`src/icdf_pkg.sv`:
```
`timescale 1ns / 1ps

package icdf_pkg;

  localparam int unsigned IDX_W  = 10;
  localparam int unsigned MASS_W = 32;
  localparam int unsigned SUM_W  = 40;

  localparam logic [SUM_W-1:0] SUM_MAX = {SUM_W{1'b1}};

  typedef enum logic [1:0] {
    FUNC_START  = 2'd0,
    FUNC_APPEND = 2'd1,
    FUNC_QUERY  = 2'd2
  } func_e;

  typedef enum logic [1:0] {
    ST_OK    = 2'd0,
    ST_EMPTY = 2'd1,
    ST_FULL  = 2'd2,
    ST_SAT   = 2'd3
  } status_e;

  typedef enum logic [1:0] {
    S_IDLE,
    S_PROBE,
    S_COMPARE
  } ctrl_state_e;

  typedef struct packed {
    logic [1:0]        func;
    logic [MASS_W-1:0] mass_value;
    logic [SUM_W-1:0]  query_value;
  } in_item_t;

  typedef struct packed {
    logic [IDX_W-1:0] cell_index;
    logic [1:0]       status;
  } out_item_t;

  // Controller to datapath.
  typedef struct packed {
    logic direct;       // finish a load, unused code or empty query now
    logic search_init;  // latch the query and open the search window
    logic probe;        // read the sums at mid and mid-1
    logic exhaust;      // window is empty: answer with the last index
    logic compare;      // judge the registered sums and narrow the window
  } ctrl_cmd_t;

  // Datapath to controller.
  typedef struct packed {
    logic need_search;
    logic exhausted;
    logic found;
  } dp_stat_t;

endpackage

```
`src/icdf_ctrl.sv`:
```
`timescale 1ns / 1ps

module icdf_ctrl
  import icdf_pkg::*;
(
  input  logic      clk_i,
  input  logic      rst_ni,
  input  logic      start,
  input  dp_stat_t  stat_i,
  output logic      busy,
  output ctrl_cmd_t cmd_o
);

  ctrl_state_e state_q, state_d;

  always_ff @(posedge clk_i or negedge rst_ni) begin
    if (!rst_ni) begin
      state_q <= S_IDLE;
    end else begin
      state_q <= state_d;
    end
  end

  always_comb begin
    state_d = state_q;
    cmd_o   = '0;
    unique case (state_q)
      S_IDLE: begin
        if (start) begin
          if (stat_i.need_search) begin
            cmd_o.search_init = 1'b1;
            state_d           = S_PROBE;
          end else begin
            cmd_o.direct = 1'b1;
          end
        end
      end
      S_PROBE: begin
        if (stat_i.exhausted) begin
          cmd_o.exhaust = 1'b1;
          state_d       = S_IDLE;
        end else begin
          cmd_o.probe = 1'b1;
          state_d     = S_COMPARE;
        end
      end
      S_COMPARE: begin
        cmd_o.compare = 1'b1;
        state_d       = stat_i.found ? S_IDLE : S_PROBE;
      end
      default: begin
        state_d = S_IDLE;
      end
    endcase
  end

  assign busy = (state_q != S_IDLE);

endmodule

```
`config.mk`:
```
export PLATFORM = sky130hd
export DESIGN_NAME = icdf_ctrl
export DESIGN_NICKNAME = d
export VERILOG_FILES = /design/src/icdf_pkg.sv /design/src/icdf_ctrl.sv
export SDC_FILE = /design/constraint.sdc
export NUM_CORES = 1
export LEC_CHECK = 0
export ABC_AREA = 1
export BUFFER_PORTS_ARGS = -buffer_cell sky130_fd_sc_hd__buf_2
export CORE_AREA = 3 3 40 42
export CTS_BUF_LIST = sky130_fd_sc_hd__clkbuf_8
export CTS_CLUSTER_SIZE = 10
export DETAILED_ROUTE_END_ITERATION = 8
export DIE_AREA = 0 0 43 45
export SYNTH_ARGS = -nofsm -noshare
export SYNTH_HDL_FRONTEND = slang
export SYNTH_SLANG_ARGS = --single-unit
export TNS_END_PERCENT = 5
```
`constraint.sdc`:
```
create_clock -name clk_i -period 1 [get_ports clk_i]
set_input_delay 0.05 -clock clk_i [delete_from_list [all_inputs] [get_ports clk_i]]
set_output_delay 0.05 -clock clk_i [all_outputs]
set_load 0.005 [all_outputs]
```
* Yosys cells after proc, flatten, opt, wreduce, memory -nomap -nowiden
Index checks and enable logic that the tools add are counted.
** Storage, ports and cells
- Bits in registers :: 2
- Bits in latches :: 0
- Bits in writable memories :: 0
- Memory bits (read-only) :: 0
- Bits of input ports :: 6
- Output and inout bits :: 6
- Logic and storage cells :: 21
- Memories :: 0
** Operators by class
- $add $sub $neg :: 0
- Multiply operators :: 0
- Div/mod/pow operators :: 0
- $lt $le $gt $ge :: 0
- Equal/unequal tests :: 4
- Shifts and indexed selects :: 0
- Multiplexer cells :: 13
- Bitwise logic cells :: 0
- Reductions and logical operators :: 3
** Operators by type and width (count)
- $mux W2 :: 6
- $mux W1 :: 6
- $pmux W2 S3 :: 1
- $ne A2 B2 Y1 const B :: 2
- $eq A2 B1 Y1 const B :: 1
- $eq A2 B2 Y1 const B :: 1
- $logic_not A2 Y1 :: 1
- $reduce_and A2 Y1 :: 1
- $reduce_bool A2 Y1 :: 1

* Longest topological paths before layout
- Depth in word-level cells :: 3
- Mapped depth :: 4
- Gate-level depth less buffers :: 4

* Worst setup path before layout
Ideal clock, no wire load.
- Path kind :: reg2reg
- Start :: reg state_q[1]
- End :: reg state_q[0]
- Library setup time :: 65 ps
- Arrival :: 653 ps
- Data required time :: 935 ps
- Setup slack :: 282 ps
- Cell stages (with the launch flop) :: 4
- Buffers on the path :: 0
- Period minus slack after synthesis :: 718 ps
- Cell sequence :: dfrtp_1 nor2_2 nand2_1 nand2_1
** On the way
- Word-level cells in the longest chain between the ends :: 3
- Elaborated cells between the ends (all ways) :: 7
- Those cells by class :: eq/ne: 4; mux: 1; reduce/logical: 2
** RTL lines
- from (decl) :: RTL line icdf_ctrl.sv:14 : ctrl_state_e state_q, state_d;
- from (signal assigned) :: RTL line icdf_ctrl.sv:20 : state_q <= state_d;
- $logic_not A2 Y1 :: RTL line icdf_ctrl.sv:27 : unique case (state_q)
- $ne A2 B2 Y1 (no source line)
- $reduce_and A2 Y1 (no source line)
Several ways; a longest one is shown, not always the timed one.
A chain may end at the register's enable or synchronous reset.

==> metrics.cfg <==
[critical_path]
timing_worst_setup_path_type = flip-flop to output pin
crit_end = cmd_o[3]
critPathCaptureType = output pin
critPathRequiredTime_ns = 0.95
timing.reg2reg.worst_path_depth = 4
cp.arrival_ns = 0.98
rrSetupSlack_ns = 0.11
worstSetupStartpointType = flip-flop
r2r-start = state_q[0]
crit_fanout = 4
regToRegEndpoint = state_q[0]
worstSetupStartpoint = state_q[0]

[sta]
timing_max_transition_violations_final = 0
slew_headroom_pct = 89.7
timing.final.hold_violations = 0
clock.fmax_ghz = 0.971
fin_worst_hold_slack_ns = 0.0415
finalSetupViolations = 2
timing.clock.skew_ns = 0.00241
layout_worst_path_cycle_share_pct = 103
rsz0062_at_grt = true
final_period_minus_worst_setup_slack_ns = 1.03
final_critical_path_setup_slack_ns = -0.0298
timing_worst_slew_pin_value_ns = 0.153

[clock_tree]
clk_transition_reported_paths_ns = 0.03
cts_buffers = 3
clkLatencyLatePin_ns = 0.21
numClockSinks = 2
cts_tree = built
clk_root_buffer_cell = sky130_fd_sc_hd__clkbuf_8
total_number_of_h_tree_levels = 1
cts-root-to-sink-buffers = 2

[power_and_ir_drop]
power.density_cell_area_mw_per_mm2 = 1750
maximum_vdd_drop_mv = 0.386
leakage_nw = 0.177

[drt]
num_vias = 168
detailedRoute.firstIterationViolations = 0
postRouteAntennaNets = 0
routed_via_density = 3.23
drc_errors = 0
routed_wirelength_um = 410
drt-pass1-iter-count = 1
routed_wire_length_per_instance_um = 7.88

[layout]
max_flop_register = state_q
post-route-util_pct = 21.4
drive_above_1_share_pct = 56.8
fillers = 152
fin_nets = 45
largest_registers = state_q (2)
antenna-diode-count = 0
largest_register_ff_count = 2
area.growth.synth_to_final_pct = 114

[global_routing]
grt-ovfl-total = 0
grt_first_pass_wirelength_um = 696
grt_max_degree = 5
vias_in_the_first_global_route = 176
antenna_found_initial = 0
global_route.usage.total_pct = 5.58

[outcome]
run_status = finished with violations
violations = negative setup slack

[yosys]
synth.most_common_cell = sky130_fd_sc_hd__inv_1
ys.flop_type = sky130_fd_sc_hd__dfrtp_1
ys_top_cells_by_count = 6 x sky130_fd_sc_hd__inv_1, 4 x sky130_fd_sc_hd__nand2_1, 2 x sky130_fd_sc_hd__dfrtp_1, 2 x sky130_fd_sc_hd__nor2_2, 2 x sky130_fd_sc_hd__nor3_1
synth.mux.area_fraction_pct = 0
synth_area_leader_cell = sky130_fd_sc_hd__dfrtp_1
synth_fa_ha_area_share_pct = 0
asyncSetResetFlopFracSynth_pct = 100
yosysWarnings = 0
synthDistinctLibCells = 9
synth.yosys.seq_area_share_pct = 38.8
synth_top_cells_by_area = sky130_fd_sc_hd__dfrtp_1 39%, sky130_fd_sc_hd__inv_1 17%, sky130_fd_sc_hd__nand2_1 12%
largest_family_of_logic_cells_by_synthesized_area = simple AND/OR/NAND/NOR gates
synth.cell_area_sq_um = 129
post_synth_xor_area_fraction_pct = 0
synth_area_per_cell_sq_um = 6.44
synth_cells = 20
synth.net_count = 26
yosys_register_bits = 2
synth_largest_type_area_fraction_pct = 38.8
synth-compound-area-share_pct = 0
synthSimpleGateAreaFrac_pct = 40.8
synth_enable_flop_cells = 0

[placed_design]
io_buffers = 11
dp_hpwl_um = 296
gp_congestion = 0.615

[floorplan]
die_x_um = 43
row_count = 13
die_area_sq_mm = 0.00194
initial_core_util_pct = 10.0
die_h_um = 45
ios = 12
fp.coreArea_sq_mm = 0.00128

[run]
max-cap-violations = 0

[min_path]
min_path_type = input port to flip-flop

## worst max-delay path, cell delays in order (launching register included)
cell	delay [ns]
sky130_fd_sc_hd__dfrtp_1	0.40
sky130_fd_sc_hd__nor2_2	0.14
sky130_fd_sc_hd__nand2_1	0.08
sky130_fd_sc_hd__inv_1	0.05
sky130_fd_sc_hd__buf_2	0.10
## repair_timing
action	CTS	global route
hold endpoints to repair	2	0
setup endpoints to repair	3	6
pin swaps	3	0
hold buffers	1	0
gates cloned	0	0
gates resized for setup	1	1
buffers inserted	2	0
## per-stage QoR
stage / std cells / TNS (ns) / power, mW / setup WS (ns) / area, sq um
6_report: 52 / -0.0363 / 0.481 / -0.0298 / 275
3_3_place_gp: 46 / 0 / 0.155 / 0.169 / 203
4_1_cts: 52 / -0.0453 / 0.492 / -0.0267 / 274
2_1_floorplan: 20 / 0 / 0.124 / 0.282 / 129
5_1_grt: 52 / -0.258 / 0.510 / -0.0915 / 275
3_5_place_dp: 46 / 0 / 0.156 / 0.174 / 203
## cells in the final DEF (no fill, tap or decap), drive strengths merged
master	n
inv	7
nand3	1
nor3	2
nand2	4
clkbuf	3
buf	13
and3	1
dlygate4sd3	1
nor2	3
dfrtp	2
## report_power, final
group / leakage, nW / internal (mW) / switching (mW) / total [mW]
Clock: 0.0216 / 0.254 / 0.0592 / 0.313
Combinational: 0.130 / 0.0380 / 0.0354 / 0.0734
Sequential: 0.0251 / 0.0879 / 0.00673 / 0.0946
Total: 0.177 / 0.380 / 0.101 / 0.481
## cells by family (layout without fill, tap and decap cells)
| group | count (synthesis) | count (layout) |
|---|---|---|
| flip-flops | 2 | 2 |
| AND/OR/NAND/NOR | 11 | 11 |
| buffers and inverters | 7 | 24 |
## worst min-delay path by stage
stage               startpoint    endpoint  cells past startpoint
finish               stat_i[1]  state_q[1]                      2
detailed placement      rst_ni  state_q[0]                      1
global placement        rst_ni  state_q[0]                      1
CTS                  stat_i[1]  state_q[1]                      2
floorplan               rst_ni  state_q[0]                      0
global route         stat_i[1]  state_q[1]                      2
## cell type report
cell class                 count  area, sq um  area share (%)
clock buffer                   3         41.3            15.0
multi-input combinational     11         57.6            20.9
tap                           15         18.8            6.82
inverter                       7         26.3            9.55
sequential                     2         51.3            18.6
timing repair buffer          14         80.1            29.1
## per-layer routing
layer  global-route usage (%)  share of wire (%)  vias up
li1                         -                  -       91
met1                     4.11                 28       71
met2                     8.98                 59        6
met3                     3.19                 13        0
met4                     7.23                  0        0
met5                        0                  0        -
No activity file was read; power rests on OpenSTA's default activity.
